`src/rtl/core/ktis_pkg.sv`:
```
// Shared types and constants for the key table (insert, delete, search).
// Used by every module under rtl/core; depends on nothing.
package ktis_pkg;

    // default sizes handed to the top-level parameters
    localparam int DEF_CAPACITY = 256;
    localparam int DEF_KEY_BITS = 64;

    // match vector is encoded in groups of this many cells
    localparam int GROUP_SIZE = 16;

    // fixed field widths of the stream items
    localparam int OPCODE_W = 2;
    localparam int IN_KEY_W = 64;
    localparam int STATUS_W = 3;
    localparam int POS_W    = 8;
    localparam int COUNT_W  = 9;

    // operation codes
    localparam logic [OPCODE_W-1:0] OP_INSERT  = 2'd0;
    localparam logic [OPCODE_W-1:0] OP_DELETE  = 2'd1;
    localparam logic [OPCODE_W-1:0] OP_FIND    = 2'd2;
    localparam logic [OPCODE_W-1:0] OP_REPLACE = 2'd3;

    // status codes
    localparam logic [STATUS_W-1:0] ST_OK       = 3'd0;
    localparam logic [STATUS_W-1:0] ST_FULL     = 3'd1;
    localparam logic [STATUS_W-1:0] ST_DUP      = 3'd2;
    localparam logic [STATUS_W-1:0] ST_EMPTY    = 3'd3;
    localparam logic [STATUS_W-1:0] ST_NOTFOUND = 3'd4;

    // per-cycle command broadcast to every cell of the chain
    typedef struct packed {
        logic cmp;  // compare stored key against the search key
        logic ins;  // write the key into the cell at the fill position
        logic del;  // take the neighbor's key at and above the hit position
        logic rep;  // overwrite the key at the hit position
    } t_cell_ctl;

endpackage

```
`src/rtl/core/ktis_prio_enc.sv`:
```
// Two-level lowest-hit encoder over the cell match vector: group results are
// registered, the group pick is combinational. Depends on ktis_pkg.
module ktis_prio_enc #(
    parameter int CAPACITY = 256
) (
    input  logic                          i_clk,
    input  logic                          i_en,
    input  logic [CAPACITY-1:0]           i_match,
    output logic                          o_found,
    output logic [$clog2(CAPACITY)-1:0]   o_pos
);
    import ktis_pkg::*;

    localparam int IDX_W  = $clog2(CAPACITY);
    localparam int NGRP   = (CAPACITY + GROUP_SIZE - 1) / GROUP_SIZE;
    localparam int GIDX_W = $clog2(GROUP_SIZE);
    localparam int GSEL_W = (NGRP > 1) ? $clog2(NGRP) : 1;
    localparam int PAD_W  = NGRP * GROUP_SIZE;

    logic [PAD_W-1:0]  match_pad;
    logic [NGRP-1:0]   n_any;
    logic [GIDX_W-1:0] n_loc [NGRP];
    logic [NGRP-1:0]   r_any;
    logic [GIDX_W-1:0] r_loc [NGRP];
    logic [GSEL_W-1:0] sel_grp;
    logic [GIDX_W-1:0] sel_loc;
    logic              found;

    assign match_pad = PAD_W'(i_match);

    // lowest hit inside each group
    always_comb begin
        for (int g = 0; g < NGRP; g++) begin
            n_any[g] = 1'b0;
            n_loc[g] = '0;
            for (int j = GROUP_SIZE - 1; j >= 0; j--) begin
                if (match_pad[g*GROUP_SIZE + j]) begin
                    n_any[g] = 1'b1;
                    n_loc[g] = GIDX_W'(j);
                end
            end
        end
    end

    always_ff @(posedge i_clk) begin
        if (i_en) begin
            r_any <= n_any;
            for (int g = 0; g < NGRP; g++) begin
                r_loc[g] <= n_loc[g];
            end
        end
    end

    // lowest group that holds a hit
    always_comb begin
        found   = 1'b0;
        sel_grp = '0;
        sel_loc = '0;
        for (int g = NGRP - 1; g >= 0; g--) begin
            if (r_any[g]) begin
                found   = 1'b1;
                sel_grp = GSEL_W'(g);
                sel_loc = r_loc[g];
            end
        end
    end

    assign o_found = found;
    assign o_pos   = IDX_W'({sel_grp, sel_loc});

endmodule
```
`config.mk`:
```
export PLATFORM = sky130hd
export DESIGN_NAME = ktis_prio_enc
export DESIGN_NICKNAME = d
export VERILOG_FILES = /design/src/rtl/core/ktis_pkg.sv /design/src/rtl/core/ktis_prio_enc.sv
export SDC_FILE = /design/constraint.sdc
export NUM_CORES = 1
export LEC_CHECK = 0
export ABC_AREA = 0
export BUFFER_PORTS_ARGS = -buffer_cell sky130_fd_sc_hd__buf_2
export CORE_AREA = 2 2 123 125
export CTS_BUF_LIST = sky130_fd_sc_hd__clkbuf_4
export DETAILED_ROUTE_END_ITERATION = 16
export DIE_AREA = 0 0 125 127
export PLACE_DENSITY = 0.69
export SLEW_MARGIN = 10
export SYNTH_ARGS = -nofsm -noshare
export SYNTH_HDL_FRONTEND = slang
export SYNTH_SLANG_ARGS = --single-unit
export TNS_END_PERCENT = 100
```
`constraint.sdc`:
```
create_clock -name i_clk -period 3.74 [get_ports i_clk]
set_input_delay 0 -clock i_clk [delete_from_list [all_inputs] [get_ports i_clk]]
set_output_delay 0 -clock i_clk [all_outputs]
set_load 0.02 [all_outputs]
```
# Word-level counts from Yosys, hierarchy flattened
# Memory sizes are Yosys's and may differ from the RTL's.
# Index checks and enable logic that the tools add are counted.
# Widths: inputs -> output; s select.
[totals]
ff_bits = 16
ram_bits = 64
in_bits = 258
output_inout_bits = 9
elab_cells = 355
n_memories = 1
[memory_table]
columns = ["name", "words", "word_bits", "read_ports", "rd_ports_with_merged_regs", "wr", "line_no", "source"]
rows = [
  ["r_loc", 16, 4, 16, 0, 16, "ktis_prio_enc.sv:24", "logic [GIDX_W-1:0] r_loc [NGRP];"],
]
[op_classes]
muxes = 322
reduce_logical = 16
[op_table]
columns = ["operator", "count"]
rows = [
  ["$mux 4", 288],
  ["$reduce_or 15->1", 16],
  ["$mux 1", 34],
]

# Logic depth before layout (Yosys ltp)
# Gate-level depths: netlist of the first run.
[depth]
ltp_word = 16
depth_mapped = 6
mapped_depth_nobuf = 5

# Worst setup path before layout of the first run
# No wires, ideal clock.
[synth_timing]
kind = "reg-to-output"
startpoint = "register r_any[14]"
endpoint = "output o_pos[2]"
arrival_time_ps = 1623
t_required_ps = 3740
setup_slack_ps = 2117
stages_incl_launch_ff = 6
n_path_buf = 0
path_cell_list = "edfxtp_1 > nor2b_1 > a221oi_1 > o211ai_1 > a31oi_1 > a211oi_1"
[synth_between]
elab_chain_len = 15
[synth_rtl]
columns = ["element", "line_no", "source"]
rows = [
  ["from (decl)", "ktis_prio_enc.sv:23", "logic [NGRP-1:0] r_any;"],
  ["from (signal assigned)", "ktis_prio_enc.sv:47", "r_any <= n_any;"],
  ["$mux 4 (15 in series)", "ktis_prio_enc.sv:60", "if (r_any[g]) begin"],
  ["to (decl)", "ktis_prio_enc.sv:10", "output logic [$clog2(CAPACITY)-1:0] o_pos"],
]
# No other way between the ends.

==> flow_summary.json, run 1 <==
{
  "cpMostUsedCell": "dlygate4sd3_1",
  "drt_first_pass_iters": 5,
  "via_per_inst": 5.13,
  "path_cells": "dlygate4sd3_1, buf_2, nor2_1, dlygate4sd3_1, nand3_1, dlygate4sd3_1, a21boi_0, dlygate4sd3_1",
  "drv_cap": 0,
  "vias": 6836,
  "layout_commonest_cell": "buf_2",
  "p_int_mw": 1.57,
  "tightest_slew_ns": 0.978,
  "fin_crit_ns": 2.48,
  "synth_seq_cells": 80,
  "ys_seq_area_frac": 0.422,
  "switchingPower_mw": 0.612,
  "p_leak_nw": 3.87,
  "cts_resized": 0,
  "die_w_um": 125,
  "io_pins": 267,
  "clk_pin_slew_ns": 0.13,
  "criticalPathCategory": "input port to flop",
  "required_ns": 4.05,
  "layout-drive-gt1-share": 0.248,
  "fmax_mhz": 404,
  "hold_class": "input port to flop",
  "grt_use_total": 0.213,
  "clock_sinks": 80,
  "tns_ns": 0,
  "first_iter_violations": 358,
  "gp_congestion": 0.889,
  "nNetsFinal": 1400,
  "drc": 0,
  "slew-limit-headroom": 0.348,
  "synth.avg_cell_area_um2": 8.23,
  "hold_viol": 0,
  "coreArea_um2": 14400,
  "cp_slowest_cell": "dlygate4sd3_1",
  "async_flop_share": 0,
  "power_density_nw_per_um2": 238,
  "htree_num_levels": 3,
  "row_count": 44,
  "clock-root-buffer": "clkbuf_4",
  "worstSetupStartpointType": "input port",
  "rsz0062_at_grt": "false",
  "power_frac_seq": 0.500,
  "nFillCells": 1203,
  "gr-total-overflow": 0,
  "fin_crit_sh": 0.662,
  "dp_hpwl_mm": 12.9,
  "final_cell_mix": "buf_2, dlygate4sd3_1, nor2_1, edfxtp_1, a21oi_1",
  "ir_worst_vdd_mv": 0.138,
  "synthCells": 691,
  "grt_pass1_wl_mm": 28.7,
  "synthFlopType": "edfxtp_1",
  "swShare": 0.281,
  "clockBufferDepth": 2,
  "maxSlewViolCount": 0,
  "max_stage_delay_ns": 0.59,
  "yosysUniqueCellTypes": 40,
  "wl_per_cell_um": 13.2,
  "grt_pass1_vias": 6593,
  "cp_max_fo": 3,
  "dieArea_um2": 15900,
  "numCtsBuffers": 9,
  "synth_edf_count": 80,
  "grt_start_max_net_pins": 81,
  "portBuffers": 266,
  "antenna_found_initial": 1,
  "finalSetupViolCount": 0,
  "cts_tree": "yes",
  "start_util": 0.394,
  "dieHeight_um": 127,
  "ant_nets": 0,
  "combPwrFrac": 0.264,
  "area_growth_pct": 60.8,
  "synth.net_count": 949,
  "wl_mm": 17.6,
  "synthesis.area_um2": 5690,
  "dp.cells": 1138,
  "crit_arrival_ns": 2.79,
  "clock_power_share": 0.236,
  "status": "finished, final reports clean",
  "ys_warn_count": 0,
  "endpoint_kind": "flop",
  "instances_no_fill": 1332
}
## final timing paths
path         start            to  cells past startpoint
max   i_match[137]   r_loc[1][2]                      8
min    i_match[70]  r_loc[0][19]                      3
## power groups by stage
stage / sequential, mW / clock, mW / combinational (mW)
detailed placement: 1.11 / 0 / 0.452
global route: 1.09 / 0.569 / 0.638
global placement: 1.11 / 0 / 0.447
finish: 1.09 / 0.514 / 0.576
floorplan: 1.09 / 0 / 0.205
CTS: 1.09 / 0.531 / 0.567
## area by class of cell
| cell class | instances | area (um2) | area share |
|---|---|---|---|
| Antenna cell | 1 | 2.50 | 0.000274 |
| Clock buffer | 9 | 67.6 | 0.00739 |
| Clock inverter | 7 | 80.1 | 0.00876 |
| Inverter | 58 | 218 | 0.0238 |
| Multi-Input combinational cell | 550 | 3040 | 0.332 |
| Sequential cell | 80 | 2400 | 0.263 |
| Tap cell | 184 | 230 | 0.0252 |
| Timing Repair Buffer | 443 | 3110 | 0.340 |
## cell families (layout without fill, tap and decap cells)
| family | after synthesis | count (layout) | synth area share |
|---|---|---|---|
| DFF | 80 | 80 | 0.422 |
| and+or+nand+nor | 335 | 335 | 0.271 |
| AOI/OAI and AO/OA | 215 | 215 | 0.263 |
| buffers and inverters | 61 | 517 | 0.0431 |
| other | 0 | 1 | 0 |
## state kept, by name, summed over array words and instances (netlist names)
name   flops
r_loc     64
r_any     16
## metrics by stage
| step | hold slack [ns] | power, mW | utilization | setup WS (ns) | instance area (um2) |
|---|---|---|---|---|---|
| finish | 0.0304 | 2.18 | 0.634 | 1.26 | 9150 |
| CTS | 0.000925 | 2.19 | 0.634 | 1.35 | 9140 |
| detailed placement | 0.318 | 1.56 | 0.501 | 2.00 | 7220 |
| floorplan | 0.112 | 1.29 | - | 2.12 | 5690 |
| global route | 0.0256 | 2.30 | 0.634 | 1.16 | 9150 |
| global placement | 0.317 | 1.56 | 0.501 | 2.02 | 7220 |
## repair_timing
action                                 CTS  global route
setup buffers                            0             0
hold buffers                           177             0
setup endpoints to repair                0             0
endpoints found under the hold margin   79             0
## worst max-delay path: cells and delay by family
kind | cells | cell delay (ns)
AOI/OAI and AO/OA | 1 | 0.18
and+or+nand+nor | 2 | 0.24
buffers and inverters | 5 | 2.35
## metal layers
metal | share of wire | track usage | vias up
met1 | 0.44 | 0.270 | 3043
met5 | 0 | 0 | -
li1 | - | - | 3528
met4 | 0.023 | 0.0706 | 0
met3 | 0.050 | 0.0209 | 31
met2 | 0.48 | 0.382 | 234
## Yosys cell counts, drive strengths merged, types with 18 or more instances
| master | number | share of area |
|---|---|---|
| nor2 | 139 | 0.092 |
| a21oi | 64 | 0.057 |
| nor3 | 34 | 0.030 |
| inv | 58 | 0.038 |
| nand3 | 24 | 0.021 |
| nand2 | 62 | 0.041 |
| nor4 | 24 | 0.026 |
| o31ai | 18 | 0.024 |
| a211oi | 33 | 0.044 |
| edfxtp | 80 | 0.42 |
| o31a | 32 | 0.049 |
| nand2b | 20 | 0.022 |
Power figures use the tool's default switching activity.
==> run 2: changes to the inputs <==
- clock period: 3.74 -> 2.4 ns (I/O delays scaled with it)
==> run 2 against run 1 <==
Against the previous run:
- hold slack got worse by 0.010 ns
- power rose by 55%
- combinational power is 52% higher
- via count shrank 1.4%
==> flow_summary.json, run 2 (same netlist as run 1, synthesis figures left out) <==
{
  "status": "finished, final reports clean",
  "area_growth_pct": 56.7,
  "clockBufferDepth": 2,
  "fin_crit_ns": 2.33,
  "criticalPathCategory": "flop to primary output",
  "drt_first_pass_iters": 5,
  "nFillCells": 1230,
  "grt_pass1_wl_mm": 28.0,
  "final_cell_mix": "buf_2, dlygate4sd3_1, nor2_1, edfxtp_1, a21oi_1",
  "clock_sinks": 80,
  "cp_max_fo": 7,
  "wl_mm": 17.4,
  "wl_per_cell_um": 13.3,
  "crit_arrival_ns": 2.33,
  "vias": 6743,
  "via_per_inst": 5.15,
  "grt_pass1_vias": 6388,
  "fmax_mhz": 430,
  "dp_hpwl_mm": 12.9,
  "gp_congestion": 0.890,
  "drv_cap": 0,
  "grt_start_max_net_pins": 81,
  "dieHeight_um": 127,
  "drc": 0,
  "slew-limit-headroom": 0.363,
  "reg_top3": "r_loc (64), r_any (16)",
  "start_util": 0.394,
  "grt_use_total": 0.209,
  "clk_pin_slew_ns": 0.13,
  "ir_worst_vdd_mv": 0.215,
  "hold_viol": 0,
  "layout_commonest_cell": "buf_2",
  "die_w_um": 125,
  "rsz0062_at_grt": "false",
  "postCtsSetupBuffers": 0,
  "htree_num_levels": 3,
  "worstSetupStartpointType": "flop",
  "seq_area_um2": 2400,
  "first_iter_violations": 282,
  "fin_util": 0.618,
  "io_pins": 267,
  "fin_crit_sh": 0.970,
  "regMostFlops": "r_loc",
  "ant_nets": 0,
  "dieArea_um2": 15900,
  "gr-total-overflow": 0,
  "nNetsFinal": 1377,
  "tightest_slew_ns": 0.955,
  "cts_resized": 0,
  "hold_class": "input port to flop",
  "multi_input_area_um2": 3040,
  "maxSlewViolCount": 0,
  "power_density_nw_per_um2": 379,
  "cts_tree": "yes",
  "tns_ns": 0,
  "coreArea_um2": 14400,
  "clock-root-buffer": "clkbuf_4",
  "numCtsBuffers": 9,
  "largest_register_ffs": 64,
  "portBuffers": 266,
  "layout-drive-gt1-share": 0.253,
  "antenna_found_initial": 1,
  "required_ns": 2.40,
  "hold_buffers": 153,
  "p_leak_nw": 3.74,
  "finalSetupViolCount": 0,
  "endpoint_kind": "primary output",
  "row_count": 44
}
[run 2: changes by cell type in the layout (fill, tap and decap cells not counted), sizes merged]
cell,change
dlygate4sd3,-23
clkinv,-1
inv,+1
[run 2: per-stage QoR]
step / cells / setup slack [ns] / instance area [um2] / power, mW / hold slack [ns]
2_1_floorplan: 691 / 0.777 / 5690 / 2.01 / 0.112
3_3_place_gp: 1138 / 0.680 / 7220 / 2.42 / 0.317
4_1_cts: 1307 / 0.145 / 8900 / 3.39 / 0.0000365
3_5_place_dp: 1138 / 0.640 / 7220 / 2.43 / 0.314
6_report: 1309 / 0.0721 / 8910 / 3.38 / 0.0201
5_1_grt: 1309 / 0.00532 / 8910 / 3.56 / 0.00324
[run 2: routing by layer]
| metal | wire length (um) | GRT usage |
|---|---|---|
| met5 | 0 | 0 |
| met4 | 363 | 0.0641 |
| met3 | 951 | 0.0276 |
| met2 | 8440 | 0.378 |
| met1 | 7680 | 0.261 |
[run 2: worst max-delay path: stages, from the launching register on]
cell      delay [ns]
edfxtp_1        0.51
nor2b_1         0.33
a221oi_1        0.15
o31ai_1         0.26
a31oi_1         0.15
o211ai_1        0.28
buf_2           0.22
[run 2: layout make-up]
type / instances / share of cell area
well taps: 184 / 0.0258
diodes: 1 / 0.000281
repair buffers: 420 / 0.323
clock buffers: 9 / 0.00758
flip-flops and latches: 80 / 0.270
clock inverters: 7 / 0.00870
inverters: 58 / 0.0244
multi-input cells: 550 / 0.341
[run 2: worst paths after layout]
path | from | endpoint | slack, ns | cells after the start
max | r_any[14] | o_pos[0] | 0.07 | 6
min | i_match[196] | r_loc[1][18] | 0.02 | 3
[run 2: power breakdown]
part / total (mW) / leakage, nW / internal [mW] / switching [mW]
Combinational: 0.878 / 2.89 / 0.458 / 0.420
Sequential: 1.70 / 0.774 / 1.64 / 0.0570
Clock: 0.803 / 0.0725 / 0.328 / 0.475
Total: 3.38 / 3.74 / 2.43 / 0.952
==> run 3: changes to the inputs <==
- SETUP_SLACK_MARGIN: unset -> 0.1
==> run 3 against run 2 <==
Against the previous run:
- fmax is 6.0% higher
- count of clock-buffer cells in the layout stayed put
- largest power group unchanged
- worst setup slack better by 0.13 ns
- first-iteration DRC count is 8.2% lower
- via count hardly changed
- hold slack worse by 0.0010 ns
- non-clock buffer count stayed put
- sequential power hardly changed
- highest routed layer unchanged
- clock power hardly changed
- cell count stayed put
==> flow_summary.json, run 3 (same netlist as run 1, synthesis figures left out) <==
{
  "status": "finished, final reports clean",
  "coreArea_um2": 14400,
  "tns_ns": 0,
  "drv_cap": 0,
  "dieHeight_um": 127,
  "nNetsFinal": 1377,
  "io_pins": 267,
  "portBuffers": 266,
  "drc": 0,
  "wl_per_cell_um": 13.3,
  "vias": 6740,
  "regMostFlops": "r_loc",
  "power_density_nw_per_um2": 379,
  "clock_sinks": 80,
  "crit_arrival_ns": 2.20,
  "hold_class": "input port to flop",
  "clockBufferDepth": 2,
  "fmax_mhz": 455,
  "endpoint_kind": "primary output",
  "cts_tree": "yes",
  "clk_pin_slew_ns": 0.13,
  "dp_hpwl_mm": 12.9,
  "fin_crit_sh": 0.915,
  "ir_worst_vdd_mv": 0.215,
  "first_iter_violations": 259,
  "fin_crit_ns": 2.20,
  "area_growth_pct": 56.8,
  "start_util": 0.394,
  "hold_viol": 0,
  "via_per_inst": 5.15,
  "layout_commonest_cell": "buf_2",
  "grt_pass1_vias": 6388,
  "grt_start_max_net_pins": 81,
  "maxSlewViolCount": 0,
  "rsz0062_at_grt": "false",
  "finalSetupViolCount": 0,
  "dp.cells": 1138,
  "p_leak_nw": 3.74,
  "criticalPathCategory": "flop to primary output",
  "tightest_slew_ns": 0.956,
  "wl_mm": 17.4,
  "grt_use_total": 0.209,
  "final_cell_mix": "buf_2, dlygate4sd3_1, nor2_1, edfxtp_1, a21oi_1",
  "ant_nets": 0,
  "drt_first_pass_iters": 5,
  "instances_no_fill": 1309,
  "cp_max_fo": 7,
  "layout-drive-gt1-share": 0.254,
  "numCtsBuffers": 9,
  "antenna_found_initial": 1,
  "worstSetupStartpointType": "flop",
  "postCtsSetupBuffers": 0,
  "row_count": 44,
  "reg_top3": "r_loc (64), r_any (16)",
  "htree_num_levels": 3,
  "grt_pass1_wl_mm": 28.0,
  "gr-total-overflow": 0,
  "required_ns": 2.40,
  "slew-limit-headroom": 0.363,
  "die_w_um": 125,
  "clock-root-buffer": "clkbuf_4",
  "dieArea_um2": 15900,
  "largest_register_ffs": 64,
  "gp_congestion": 0.890
}
run 3: cell counts in the layout (fill, tap and decap cells not counted):
Identical to the previous run, type by type.
run 3: per-stage QoR:
step / setup slack [ns] / utilization / power [mW] / area (um2) / hold WS (ns)
final: 0.203 / 0.618 / 3.38 / 8910 / 0.0191
after global routing: 0.109 / 0.618 / 3.56 / 8910 / 0.00324
after CTS: 0.145 / 0.617 / 3.39 / 8900 / 0.0000365
after detailed placement: 0.640 / 0.501 / 2.43 / 7220 / 0.314
after global placement: 0.680 / 0.501 / 2.42 / 7220 / 0.317
after floorplan: 0.777 / - / 2.01 / 5690 / 0.112
run 3: power breakdown:
group          switching (mW)  total [mW]  internal (mW)
registers              0.0574        1.70           1.64
clock network           0.478       0.806          0.328
logic                   0.420       0.878          0.458
total                   0.955        3.38           2.43
run 3: per-layer routing:
metal	vias to the layer above	wire, um	track usage
li1	3468	-	-
met1	3020	7720	0.261
met2	225	8420	0.378
met3	27	886	0.0276
met4	0	369	0.0641
met5	-	0	0
run 3: final timing paths:
kind	end	slack, ns	cells past startpoint	from
worst min-delay path	r_loc[0][30]	0.02	4	i_match[122]
worst max-delay path	o_pos[0]	0.20	6	r_any[14]
run 3: final cells by class:
class                   instances  area (um2)
diodes                          1        2.50
multi-input cells             550        3040
inverters                      58         218
fillers                      1228        5510
repair buffers                420        2880
clock inverters                 7        77.6
well taps                     184         230
clock buffers                   9        67.6
flip-flops and latches         80        2400
run 3: repair_timing:
| item | 4_1_cts | 5_1_grt |
|---|---|---|
| gates resized for setup | 0 | 1 |
| setup endpoints to repair | 0 | 3 |
| hold endpoints to repair | 73 | 1 |
| hold buffers | 153 | 1 |
run 3: worst max-delay path, cell delays in order, from the launching register on:
cell      delay [ns]
edfxtp_1        0.52
nor2b_2         0.25
a221oi_1        0.12
o31ai_1         0.25
a31oi_1         0.14
o211ai_1        0.28
buf_2           0.22
