==> src/rtl/core/ktis_pkg.sv <==
// Shared types and constants for the key table (insert, delete, search).
// Used by every module under rtl/core; depends on nothing.
package ktis_pkg;

    // default sizes handed to the top-level parameters
    localparam int DEF_CAPACITY = 256;
    localparam int DEF_KEY_BITS = 64;

    // match vector is encoded in groups of this many cells
    localparam int GROUP_SIZE = 16;

    // fixed field widths of the stream items
    localparam int OPCODE_W = 2;
    localparam int IN_KEY_W = 64;
    localparam int STATUS_W = 3;
    localparam int POS_W    = 8;
    localparam int COUNT_W  = 9;

    // operation codes
    localparam logic [OPCODE_W-1:0] OP_INSERT  = 2'd0;
    localparam logic [OPCODE_W-1:0] OP_DELETE  = 2'd1;
    localparam logic [OPCODE_W-1:0] OP_FIND    = 2'd2;
    localparam logic [OPCODE_W-1:0] OP_REPLACE = 2'd3;

    // status codes
    localparam logic [STATUS_W-1:0] ST_OK       = 3'd0;
    localparam logic [STATUS_W-1:0] ST_FULL     = 3'd1;
    localparam logic [STATUS_W-1:0] ST_DUP      = 3'd2;
    localparam logic [STATUS_W-1:0] ST_EMPTY    = 3'd3;
    localparam logic [STATUS_W-1:0] ST_NOTFOUND = 3'd4;

    // per-cycle command broadcast to every cell of the chain
    typedef struct packed {
        logic cmp;  // compare stored key against the search key
        logic ins;  // write the key into the cell at the fill position
        logic del;  // take the neighbor's key at and above the hit position
        logic rep;  // overwrite the key at the hit position
    } t_cell_ctl;

endpackage

==> src/rtl/core/ktis_cell.sv <==
// One table cell: stores a key, compares it, and takes its upper neighbor's
// key on delete. Depends on ktis_pkg.
module ktis_cell #(
    parameter int CAPACITY = 256,
    parameter int KEY_BITS = 64,
    parameter int IDX      = 0
) (
    input  logic                                  i_clk,
    input  ktis_pkg::t_cell_ctl                   i_ctl,
    input  logic [KEY_BITS-1:0]                   i_key,
    input  logic [KEY_BITS-1:0]                   i_wr_key,
    input  logic [KEY_BITS-1:0]                   i_next_key,
    input  logic [$clog2(CAPACITY+1)-1:0]         i_count,
    input  logic [$clog2(CAPACITY)-1:0]           i_pos,
    output logic [KEY_BITS-1:0]                   o_key,
    output logic                                  o_match
);
    import ktis_pkg::*;

    localparam int CNT_W = $clog2(CAPACITY + 1);
    localparam int IDX_W = $clog2(CAPACITY);
    localparam logic [CNT_W-1:0] MY_CNT = CNT_W'(IDX);
    localparam logic [IDX_W-1:0] MY_IDX = IDX_W'(IDX);

    logic [KEY_BITS-1:0] r_key;
    logic                r_match;
    logic                occupied;

    // entries are packed, so the cell is live when it sits below the count
    assign occupied = (MY_CNT < i_count);

    always_ff @(posedge i_clk) begin
        if (i_ctl.cmp) begin
            r_match <= occupied && (r_key == i_key);
        end
        if (i_ctl.ins && (MY_CNT == i_count)) begin
            r_key <= i_wr_key;
        end else if (i_ctl.rep && (MY_IDX == i_pos)) begin
            r_key <= i_wr_key;
        end else if (i_ctl.del && (MY_IDX >= i_pos)) begin
            r_key <= i_next_key;
        end
    end

    assign o_key   = r_key;
    assign o_match = r_match;

endmodule

==> config.mk <==
export PLATFORM = sky130hd
export DESIGN_NAME = ktis_cell
export DESIGN_NICKNAME = d
export VERILOG_FILES = /design/src/rtl/core/ktis_pkg.sv /design/src/rtl/core/ktis_cell.sv
export SDC_FILE = /design/constraint.sdc
export NUM_CORES = 1
export LEC_CHECK = 0
export BUFFER_PORTS_ARGS = -buffer_cell sky130_fd_sc_hd__buf_2
export CORE_MARGIN = 5
export CORE_UTILIZATION = 38
export CTS_BUF_LIST = sky130_fd_sc_hd__clkbuf_4 sky130_fd_sc_hd__clkbuf_8
export CTS_CLUSTER_DIAMETER = 150
export DETAILED_ROUTE_END_ITERATION = 10
export GPL_TIMING_DRIVEN = 0
export PLACE_DENSITY_LB_ADDON = 0.08
export SKIP_LAST_GASP = 1
export SLEW_MARGIN = 20
export SYNTH_ARGS = -nofsm -noshare
export SYNTH_HDL_FRONTEND = slang
export SYNTH_SLANG_ARGS = --single-unit
==> constraint.sdc <==
create_clock -name i_clk -period 3.8 [get_ports i_clk]
set_input_delay 0.76 -clock i_clk [delete_from_list [all_inputs] [get_ports i_clk]]
set_output_delay 0.76 -clock i_clk [all_outputs]
set_load 0.01 [all_outputs]
# Yosys cells after proc, flatten, opt, wreduce, memory -nomap -nowiden
# Index checks and enable logic that the tools add are counted.
# W data, S select, Z words.
# totals
input_bits	214
wordCells	15
register_bits	65
# classes
n_lt_le_gt_ge	2
muxes	3
n_reduce_logical	7
eq_ne	1
# op_table
operator	count
$mux W64	3
$eq A64 B64 Y1	1
$logic_not A9 Y1	1
$lt A1 B9 Y1 const A	1
$ge A1 B8 Y1 const A	1
$logic_not A8 Y1	1
$logic_and A1 B1 Y1	4
$reduce_bool A3 Y1	1

# Longest topological paths before layout
# Gate-level depths: netlist of the first run.
# depth
depth_word	5
ltp_mapped	6
ltp_nobuf	5

# Worst setup path after synthesis of the first run
# OpenSTA, ideal clock, no wires.
# synth_path
path_type	input -> register
from	in i_count[2]
to	reg r_key[0] (netlist: o_key[0]), enable pin
n_path_buf	2
setup_time_ps	421
required_time_ps	3379
stages	6
arrival_time_ps	3334
path_slack_ps	45
path_cell_list	or4_4 > nor4_4 > a22o_4 > buf_12 > buf_12 > a21o_1
# synth_between
elab_chain_len	3
# synth_rtl
element	line_no	text
start: declaration	ktis_cell.sv:13	input logic [$clog2(CAPACITY+1)-1:0] i_count,
$logic_not A9 Y1	ktis_cell.sv:36	if (i_ctl.ins && (MY_CNT == i_count)) begin
$logic_and A1 B1 Y1	ktis_cell.sv:36	
$reduce_bool A3 Y1 (no source line)	--	
end signal: assignment	ktis_cell.sv:37	r_key <= i_wr_key;
end signal: assignment	ktis_cell.sv:39	r_key <= i_wr_key;
end signal: assignment	ktis_cell.sv:41	r_key <= i_next_key;
end: declaration	ktis_cell.sv:25	logic [KEY_BITS-1:0] r_key;
# Every way passes these cells.
# A chain may end at the register's enable or synchronous reset.

# Worst setup path after layout of the first run
# layout_path
from	in i_count[2]
to	reg r_key[24] (netlist: o_key[24]), enable pin
# The elaborated chain is that of the path after synthesis.

==> impl_metrics.env, run 1 <==
export IMPL_required_ps=3810
export IMPL_vias_per_cell=4.561
export IMPL_r2r_start="o_key[0]"
export IMPL_start_util_pct=38.67
export IMPL_final_util_pct=57.00
export IMPL_grt_ovfl_total=0
export IMPL_core_mm2=0.009729
export IMPL_cp_max_fo=54
export IMPL_status="complete, no violations"
export IMPL_synthCells=230
export IMPL_ctsHtreeMaxLevel=3
export IMPL_drt_pass1_iterations=4
export IMPL_fin_crit_sh_pct=70.93
export IMPL_clkTransAtPathRegs_ps=70
export IMPL_groute_usage_overall_pct=18.55
export IMPL_cts_tree="built"
export IMPL_num_io_pins=279
export IMPL_antenna_found_initial=0
export IMPL_drive_gt1_share_pct=70.29
export IMPL_grt_pass1_wl_um=16150
export IMPL_fp_row_count=36
export IMPL_antenna_left=0
export IMPL_crit_path_start_kind="input pin"
export IMPL_synth_largest_area_cell="edfxtp_1"
export IMPL_final_hold_viol_count=0
export IMPL_ys_ff_latch=65
export IMPL_slew_violations=0
export IMPL_clock_latency_ps=330
export IMPL_cap_violations=0
export IMPL_netlist_area_mm2=0.003762
export IMPL_dieArea_mm2=0.01199
export IMPL_ys_flop_type="edfxtp_1"
export IMPL_place_inst=642
export IMPL_syn_avg_cell_area_um2=16.36
export IMPL_worstSetupEndpointType="register"
export IMPL_antenna_cells=0
export IMPL_first_iter_violations=104
export IMPL_area_delta_synth_final_pct=47.39
export IMPL_fmax_mhz=371.0
export IMPL_finalNetCount=734
export IMPL_setup_viol=0
export IMPL_crit_start="i_count[2]"
export IMPL_crit_path_top_delay_cell="or4_4"
export IMPL_post_cts_buffers=0
export IMPL_cpPeakStageDelay_ps=530
export IMPL_cts_hold_buf=0
export IMPL_rsz0062_at_grt="no"
export IMPL_wire_per_inst_um=17.92
export IMPL_synthDistinctLibCells=18
export IMPL_grt_max_degree=55
export IMPL_irDropWorstVdd_mv=0.1247
export IMPL_drc=0
export IMPL_cts_buffers=9
export IMPL_drt_wl_total_um=11790
export IMPL_slew_headroom_pct=77.11
export IMPL_ctsResizeCount=0
export IMPL_power_leakage_uw=0.002437
export IMPL_fin_cells=658
export IMPL_synth_area_leaders="edfxtp_1, mux2_4, xnor2_1, mux2_2, xor2_1"
export IMPL_synth_edf_count=65
export IMPL_critical_path_cell_chain="buf_2 -> or4_4 -> nor4_4 -> a22o_4 -> buf_12 -> buf_12 -> a21o_4 -> buf_16"
export IMPL_cts_buffer_depth=2
export IMPL_worstMarginPinSlew_ps=340.2
export IMPL_synth_top_area_share_pct=51.88
export IMPL_critPathArrivalTime_ps=2710
export IMPL_syn_nets=444
export IMPL_path_class="in2reg"
export IMPL_worstHoldStart="i_ctl[3]"
export IMPL_fin_setup_tns_ps=0
export IMPL_io_buffers=278
export IMPL_power_density_mw_per_mm2=286.1
export IMPL_dieWidth_um=109.5
export IMPL_skew_ps=6.570
export IMPL_die_height_um=109.5
export IMPL_yosys_warnings=0
export IMPL_hpwl_um=9739
export IMPL_synthArstFlopShare_pct=0
export IMPL_crit_path_frequent_cell="buf_12"
export IMPL_cts_sinks=65
export IMPL_grt_pass1_vias=3170
export IMPL_fin_crit_ps=2695
export IMPL_cts_root_buffer="clkbuf_8"
export IMPL_vias=3001
export IMPL_ys_seq_area_share_pct=51.88
export IMPL_hold_class="in2reg"
export IMPL_gp_congestion=0.7506
-- stage by stage --
step	hold slack [ps]	worst slack, ps	cell area (um2)	total power [uW]
after floorplan	729.9	45.49	3762	896.5
after global placement	716.5	-780.7	5320	1019
after detailed placement	708.1	726.6	5355	1025
final	633.1	1105	5545	1587
after CTS	616.2	1090	5545	1607
after global routing	615.6	995.7	5545	1651
-- worst max-delay path: cells and delay by family --
kind	cells	cell delay [ps]
AO/OA/AOI/OAI	2	410
AND/OR/NAND/NOR	2	790
buffers and inverters	4	710
-- report_power, final --
group | switching, uW | internal [uW] | leakage (uW)
Sequential | 2.50 | 793 | 0.000586
Combinational | 67.2 | 146 | 0.00175
Clock | 257 | 321 | 0.000102
Total | 327 | 1260 | 0.00244
-- worst paths after layout --
| check | slack [ps] | end | cells past startpoint |
|---|---|---|---|
| setup / recovery | 1100 | o_key[24] | 8 |
| hold reg to reg | 710 | o_match | 3 |
| setup reg to reg | 1950 | o_match | 5 |
| hold / removal | 630 | o_match | 1 |
-- cell usage in the layout, fill, tap and decap left out --
cell type / n
buf_2: 278
edfxtp_1: 65
mux2_4: 49
xnor2_1: 48
xor2_1: 16
mux2_2: 15
nand4_1: 13
clkbuf_8: 9
nor4_1: 7
buf_12: 6
clkbuf_4: 3
or4_1: 2
clkinv_2: 2
or4_4: 1
or3_1: 1
nor4_4: 1
nor2_1: 1
a22o_4: 1
buf_4: 1
nor3_1: 1
nand3_1: 1
a21o_4: 1
bufinv_16: 1
clkinv_1: 1
buf_16: 1
-- layer usage --
layer  global-route usage [%]  vias up  wire (um)  part of all wire (%)
li1                         -     1453          -                     -
met4                    8.816        0        305                   2.6
met5                        0        -          0                     0
met3                    4.932       23       1077                   9.1
met1                    19.87     1365       4195                    36
met2                    33.70      160       6215                    53
-- kinds of logic (layout without fill, tap and decap cells) --
group                  after synthesis  in the layout  share of synthesized area (%)
flip-flops                          65             65                          51.88
XOR/XNOR                            64             64                          14.90
multiplexers                        64             64                          24.04
AND/OR/NAND/NOR                     28             28                          5.121
AO/OA/AOI/OAI                        2              2                         0.6653
buffers and inverters                7            302                          3.392
-- area by class of cell --
| type | instances | area (um2) |
|---|---|---|
| Fill cell | 864 | 4184 |
| Sequential cell | 65 | 1952 |
| Multi-Input combinational cell | 158 | 1690 |
| Timing Repair Buffer | 279 | 1419 |
| Tap cell | 133 | 166.4 |
| Clock buffer | 12 | 146.4 |
| Buffer | 7 | 127.6 |
| Clock inverter | 4 | 43.79 |
-- cell usage after synthesis (2+ instances only) --
cell	instances
buf_12	6
edfxtp_1	65
mux2_2	15
mux2_4	49
nand4_1	13
nor4_1	7
or4_1	2
xnor2_1	48
xor2_1	16
-- registers in the layout (all words and copies together), names as in the netlist --
register,cells
o_key,64
o_match,1
Note: power is estimated with default switching activity, not from simulation.
==> run 2: changes to the inputs <==
Settings changed: ABC_AREA set to 1, CORE_UTILIZATION 38 to 39.
Clock period 3.8 ns to 2.4 ns, I/O delays scaled along.
==> run 2 against run 1 <==
Routed wire length rose by 19%; setup slack worse by 730 ps; core utilization is 0.14 points lower; design area is 3.9% higher; global-route usage is 3.7 points higher; power up 58%; via count rose by 43%; sequential cell count unchanged; clock power is 58% higher; worst hold slack got worse by 300 ps.
==> impl_metrics.env, run 2 <==
export IMPL_status="complete, no violations"
export IMPL_die_height_um=111.2
export IMPL_critPathArrivalTime_ps=2070
export IMPL_ys_ff_latch=65
export IMPL_worstSetupEndpointType="register"
export IMPL_path_buf_inv=5
export IMPL_clock_latency_ps=350
export IMPL_hpwl_um=11500
export IMPL_synth_most_common_cell="nand2_1"
export IMPL_groute_usage_overall_pct=22.30
export IMPL_cpPeakStageDelay_ps=340
export IMPL_gp_congestion=0.8432
export IMPL_cts_sinks=65
export IMPL_place_ws_ps=-19.19
export IMPL_fin_crit_sh_pct=84.35
export IMPL_synth_top_area_share_pct=48.92
export IMPL_synth_commonest_cells="nand2_1, inv_1, edfxtp_1"
export IMPL_syn_nets=746
export IMPL_cap_violations=0
export IMPL_first_iter_violations=262
export IMPL_ctsResizeCount=0
export IMPL_antenna_found_initial=2
export IMPL_io_buffers=278
export IMPL_syn_avg_cell_area_um2=7.500
export IMPL_required_ps=2440
export IMPL_cts_buffer_depth=2
export IMPL_ctsHtreeMaxLevel=3
export IMPL_drt_pass1_iterations=4
export IMPL_crit_path_frequent_cell="buf_6"
export IMPL_antenna_left=0
export IMPL_grt_pass1_vias=4192
export IMPL_fillers=995
export IMPL_skew_ps=7.343
export IMPL_drc=0
export IMPL_synthDistinctLibCells=14
export IMPL_num_io_pins=279
export IMPL_power_leakage_uw=0.003181
export IMPL_start_util_pct=39.36
export IMPL_dieWidth_um=111.2
export IMPL_critical_path_cell_chain="buf_2 -> nor2_1 -> nand4_1 -> nor2_2 -> nand2_1 -> nand2_2 -> inv_2 -> buf_6 -> buf_6 -> nand2_4 -> buf_12"
export IMPL_netlist_area_mm2=0.003990
export IMPL_synth_edf_count=65
export IMPL_drive_gt1_share_pct=37.36
export IMPL_slew_violations=0
export IMPL_crit_path_start_kind="input pin"
export IMPL_irDropWorstVdd_mv=0.2324
export IMPL_setup_ws_ps=375.5
export IMPL_grt_max_degree=35
export IMPL_cts_root_buffer="clkbuf_8"
export IMPL_vias=4284
export IMPL_slew_headroom_pct=59.71
export IMPL_synthArstFlopShare_pct=0
export IMPL_cts_hold_buf=0
export IMPL_total_power_uw=2502
export IMPL_synth_largest_area_cell="edfxtp_1"
export IMPL_fp_row_count=37
export IMPL_path_class="in2reg"
export IMPL_synthCells=532
export IMPL_wire_per_inst_um=14.54
export IMPL_final_hold_viol_count=0
export IMPL_post_cts_buffers=0
export IMPL_clkTransAtPathRegs_ps=70
export IMPL_cts_buffers=9
export IMPL_mostFrequentLayoutCells="nand2_1, buf_2, inv_1"
export IMPL_ys_seq_area_share_pct=48.92
export IMPL_crit_start="i_count[3]"
export IMPL_drt_wl_total_um=14000
export IMPL_core_mm2=0.01014
export IMPL_fmax_mhz=494.0
export IMPL_yosys_warnings=0
export IMPL_hold_depth=1
export IMPL_finalNetCount=1036
export IMPL_fin_crit_ps=2024
export IMPL_cts_tree="built"
export IMPL_antenna_cells=0
export IMPL_rsz0062_at_grt="no"
export IMPL_synth_area_leaders="edfxtp_1, nand2_1, inv_1, xnor2_1, buf_6"
export IMPL_grt_pass1_wl_um=21130
export IMPL_power_density_mw_per_mm2=434.0
export IMPL_reg2reg_depth=5
export IMPL_final_common_cell="nand2_1"
export IMPL_setup_viol=0
export IMPL_hold_class="in2reg"
export IMPL_dieArea_mm2=0.01235
export IMPL_r2r_start="o_key[24]"
export IMPL_r2r_end="o_match"
export IMPL_crit_path_top_delay_cell="nand2_4"
export IMPL_path_delay_family="simple AND/OR/NAND/NOR gates"
export IMPL_grt_ovfl_total=0
export IMPL_worstHoldStart="i_ctl[3]"
export IMPL_finalHoldWorstSlack_ps=332.8
export IMPL_hold_end="o_match"
export IMPL_ys_flop_type="edfxtp_1"
export IMPL_cp_max_fo=34
export IMPL_largest_reg_flops=64
export IMPL_area_delta_synth_final_pct=44.47
export IMPL_worstMarginPinSlew_ps=604.4
export IMPL_vias_per_cell=4.449
export IMPL_regToRegSetupSlack_ps=1080
==> run 2: area by class of cell <==
type / count / area (um2) / share of cell area, %
repair buffers: 279 / 1411 / 24.48
multi-input cells: 386 / 1644 / 28.52
inverters: 67 / 251.5 / 4.363
flip-flops and latches: 65 / 1952 / 33.86
plain buffers: 14 / 150.1 / 2.605
clock inverters: 5 / 46.29 / 0.8031
clock buffers: 11 / 138.9 / 2.409
well taps: 136 / 170.2 / 2.952
==> run 2: kinds of logic (layout without fill, tap and decap cells) <==
logic type      Yosys count  after routing  share of synthesized area (%)
compound gates            4              4                         0.5017
xor+xnor                 32             32                          7.024
buf+inv                  81            376                          10.07
flops                    65             65                          48.92
simple gates            350            350                          33.49
==> run 2: routing by layer <==
layer | vias to the layer above | part of all wire [%] | track usage, %
met1 | 1890 | 37 | 24.03
met5 | - | 0.16 | 0
li1 | 2187 | - | -
met2 | 178 | 52 | 41.30
met3 | 25 | 8.5 | 6.823
met4 | 4 | 1.8 | 7.461
==> run 2: stage by stage <==
step | cell area [um2] | TNS, ps | cells | utilization [%]
after global placement | 5554 | -36770 | 946 | 54.78
after global routing | 5764 | 0 | 963 | 56.86
after floorplan | 3993 | 0 | 532 | -
after detailed placement | 5579 | -556.4 | 947 | 55.03
final | 5764 | 0 | 963 | 56.86
after CTS | 5764 | 0 | 963 | 56.86
==> run 2: worst max path at each step <==
stage / to / slack (ps) / depth (start not counted)
3_3_place_gp: o_key[34] / -580 / 10
4_1_cts: o_key[34] / 360 / 11
3_5_place_dp: o_key[34] / -20 / 11
5_1_grt: o_key[39] / 260 / 11
2_1_floorplan: o_key[0] / 20 / 9
6_report: o_key[37] / 380 / 11
==> run 2: power breakdown <==
| group | internal [uW] | switching (uW) | leakage, uW |
|---|---|---|---|
| combinational | 187 | 139 | 0.00250 |
| sequential | 1260 | 4.03 | 0.000585 |
| clock | 491 | 425 | 0.0000967 |
==> run 3: changes to the inputs <==
Clock period 2.4 ns to 1.65 ns, I/O delays scaled along.
==> run 3 against run 2 <==
First-iteration DRC count is 40% lower; core utilization up 0.35 points; sequential power is 45% higher; non-clock buffer count decreased by 1; final cell count increased by 0.31%; clock skew grew 3.2 ps; routed wire length increased by 0.66%; design area up 0.61%; via count increased by 1.1%; largest power group unchanged.
==> impl_metrics.env, run 3 (synthesis gave the netlist of run 2 again) <==
export IMPL_crit_path_start_kind="input pin"
export IMPL_largest_reg_flops=64
export IMPL_cp_endpoint="o_key[6]"
export IMPL_status="complete, no violations"
export IMPL_crit_start="i_count[5]"
export IMPL_setup_viol=0
export IMPL_fin_crit_sh_pct=96.32
export IMPL_fillers=991
export IMPL_r2r_start="o_key[40]"
export IMPL_ctsHtreeMaxLevel=3
export IMPL_slew_headroom_pct=54.01
export IMPL_dieArea_mm2=0.01235
export IMPL_cpPeakStageDelay_ps=220
export IMPL_cts_sinks=65
export IMPL_r2r_end="o_match"
export IMPL_drc=0
export IMPL_rsz0062_at_grt="yes"
export IMPL_path_depth=10
export IMPL_internal_power_uw=2637
export IMPL_mostFrequentLayoutCells="nand2_1, buf_2, inv_1"
export IMPL_grt_pass1_wl_um=21460
export IMPL_path_class="in2reg"
export IMPL_path_delay_family="simple AND/OR/NAND/NOR gates"
export IMPL_fin_crit_ps=1589
export IMPL_die_height_um=111.2
export IMPL_dieWidth_um=111.2
export IMPL_io_buffers=278
export IMPL_p_sw_share_pct=23.70
export IMPL_required_ps=1680
export IMPL_final_common_cell="nand2_1"
export IMPL_combPwrFrac_pct=13.9
export IMPL_clock_latency_ps=350
export IMPL_gp_congestion=0.8533
export IMPL_grt_max_degree=33
export IMPL_drt_pass1_iterations=4
export IMPL_vias_per_cell=4.484
export IMPL_grt_pass1_vias=4454
export IMPL_p_sw_uw=819.0
export IMPL_start_util_pct=39.36
export IMPL_hold_class="in2reg"
export IMPL_core_mm2=0.01014
export IMPL_drt_wl_total_um=14100
export IMPL_skew_ps=10.54
export IMPL_finalHoldWorstSlack_ps=192.4
export IMPL_power_frac_clock_pct=33.1
export IMPL_groute_usage_overall_pct=22.51
export IMPL_num_io_pins=279
export IMPL_area_delta_synth_final_pct=45.34
export IMPL_power_density_mw_per_mm2=595.9
export IMPL_reg2reg_depth=5
export IMPL_regToRegSetupSlack_ps=320
export IMPL_power_leakage_uw=0.003192
export IMPL_cap_violations=0
export IMPL_cts_tree="built"
export IMPL_final_hold_viol_count=0
export IMPL_drive_gt1_share_pct=37.76
export IMPL_cts_hold_buf=0
export IMPL_total_power_uw=3456
export IMPL_cts_buffer_depth=2
export IMPL_clkTransAtPathRegs_ps=70
export IMPL_first_iter_violations=158
export IMPL_fp_row_count=37
export IMPL_cts_root_buffer="clkbuf_8"
export IMPL_critPathArrivalTime_ps=1610
export IMPL_crit_path_top_delay_cell="nand2_4"
export IMPL_register_area_mm2=0.001952
export IMPL_critical_path_cell_chain="buf_2 -> nor2_4 -> nand4_1 -> nor2_2 -> nand2_1 -> nand2_2 -> inv_2 -> buf_6 -> buf_8 -> nand2_4"
export IMPL_path_buf_inv=4
export IMPL_hpwl_um=11230
export IMPL_cp_max_fo=16
export IMPL_fmax_mhz=629.2
export IMPL_multi_input_area_mm2=0.001722
export IMPL_irDropWorstVdd_mv=0.3827
export IMPL_finalNetCount=1038
export IMPL_worstSetupEndpointType="register"
export IMPL_slew_violations=0
export IMPL_worstMarginPinSlew_ps=688.1
export IMPL_grt_ovfl_total=0
export IMPL_wire_per_inst_um=14.59
export IMPL_vias=4332
export IMPL_antenna_left=0
export IMPL_sequentialPowerShare_pct=53.0
export IMPL_cts_buffers=9
export IMPL_antenna_found_initial=1
[run 3: repair_timing]
action | 4_1_cts | 5_1_grt
setup endpoints to repair | 64 | 64
gates cloned | 1 | 2
gates resized for setup | 1 | 1
pin swaps | 1 | 0
setup buffers | 0 | 0
[run 3: worst min path at each step]
stage / startpoint / end / slack (ps) / cells past startpoint
6_report: i_ctl[3] / o_match / 190 / 1
5_1_grt: i_ctl[3] / o_match / 180 / 1
4_1_cts: i_ctl[3] / o_match / 170 / 1
3_5_place_dp: i_ctl[3] / o_match / 540 / 1
3_3_place_gp: i_ctl[3] / o_match / 530 / 1
2_1_floorplan: i_ctl[3] / o_match / 440 / 0
[run 3: cell type report]
type / instances / share of cell area [%]
inverter: 67 / 4.337
antenna: 1 / 0.04315
buffer: 14 / 2.654
clock inverter: 6 / 0.4315
multi-input combinational: 389 / 29.69
timing repair buffer: 278 / 23.99
tap: 136 / 2.934
sequential: 65 / 33.66
clock buffer: 10 / 2.265
[run 3: metal layers]
metal	track usage, %	share of wire [%]
met4	11.19	3.4
met3	6.605	9.1
met5	0	0
met1	24.41	37
met2	39.89	50
[run 3: metrics by stage]
stage	instances	worst slack, ps	cell area (um2)	setup TNS (ps)	utilization (%)
finish	966	60.68	5799	0	57.20
global route	966	-13.33	5799	-173.3	57.20
CTS	963	22.69	5766	0	56.87
detailed placement	946	-533.2	5589	-40520	55.13
global placement	946	-503.1	5589	-36830	55.13
floorplan	532	-21.79	4028	-1394	-
[run 3: power by group through the flow]
stage | combinational [uW] | clock [uW] | sequential (uW)
finish | 480 | 1140 | 1830
global route | 550 | 1240 | 1830
CTS | 485 | 1170 | 1830
detailed placement | 483 | 0 | 1870
global placement | 469 | 0 | 1870
floorplan | 168 | 0 | 1870
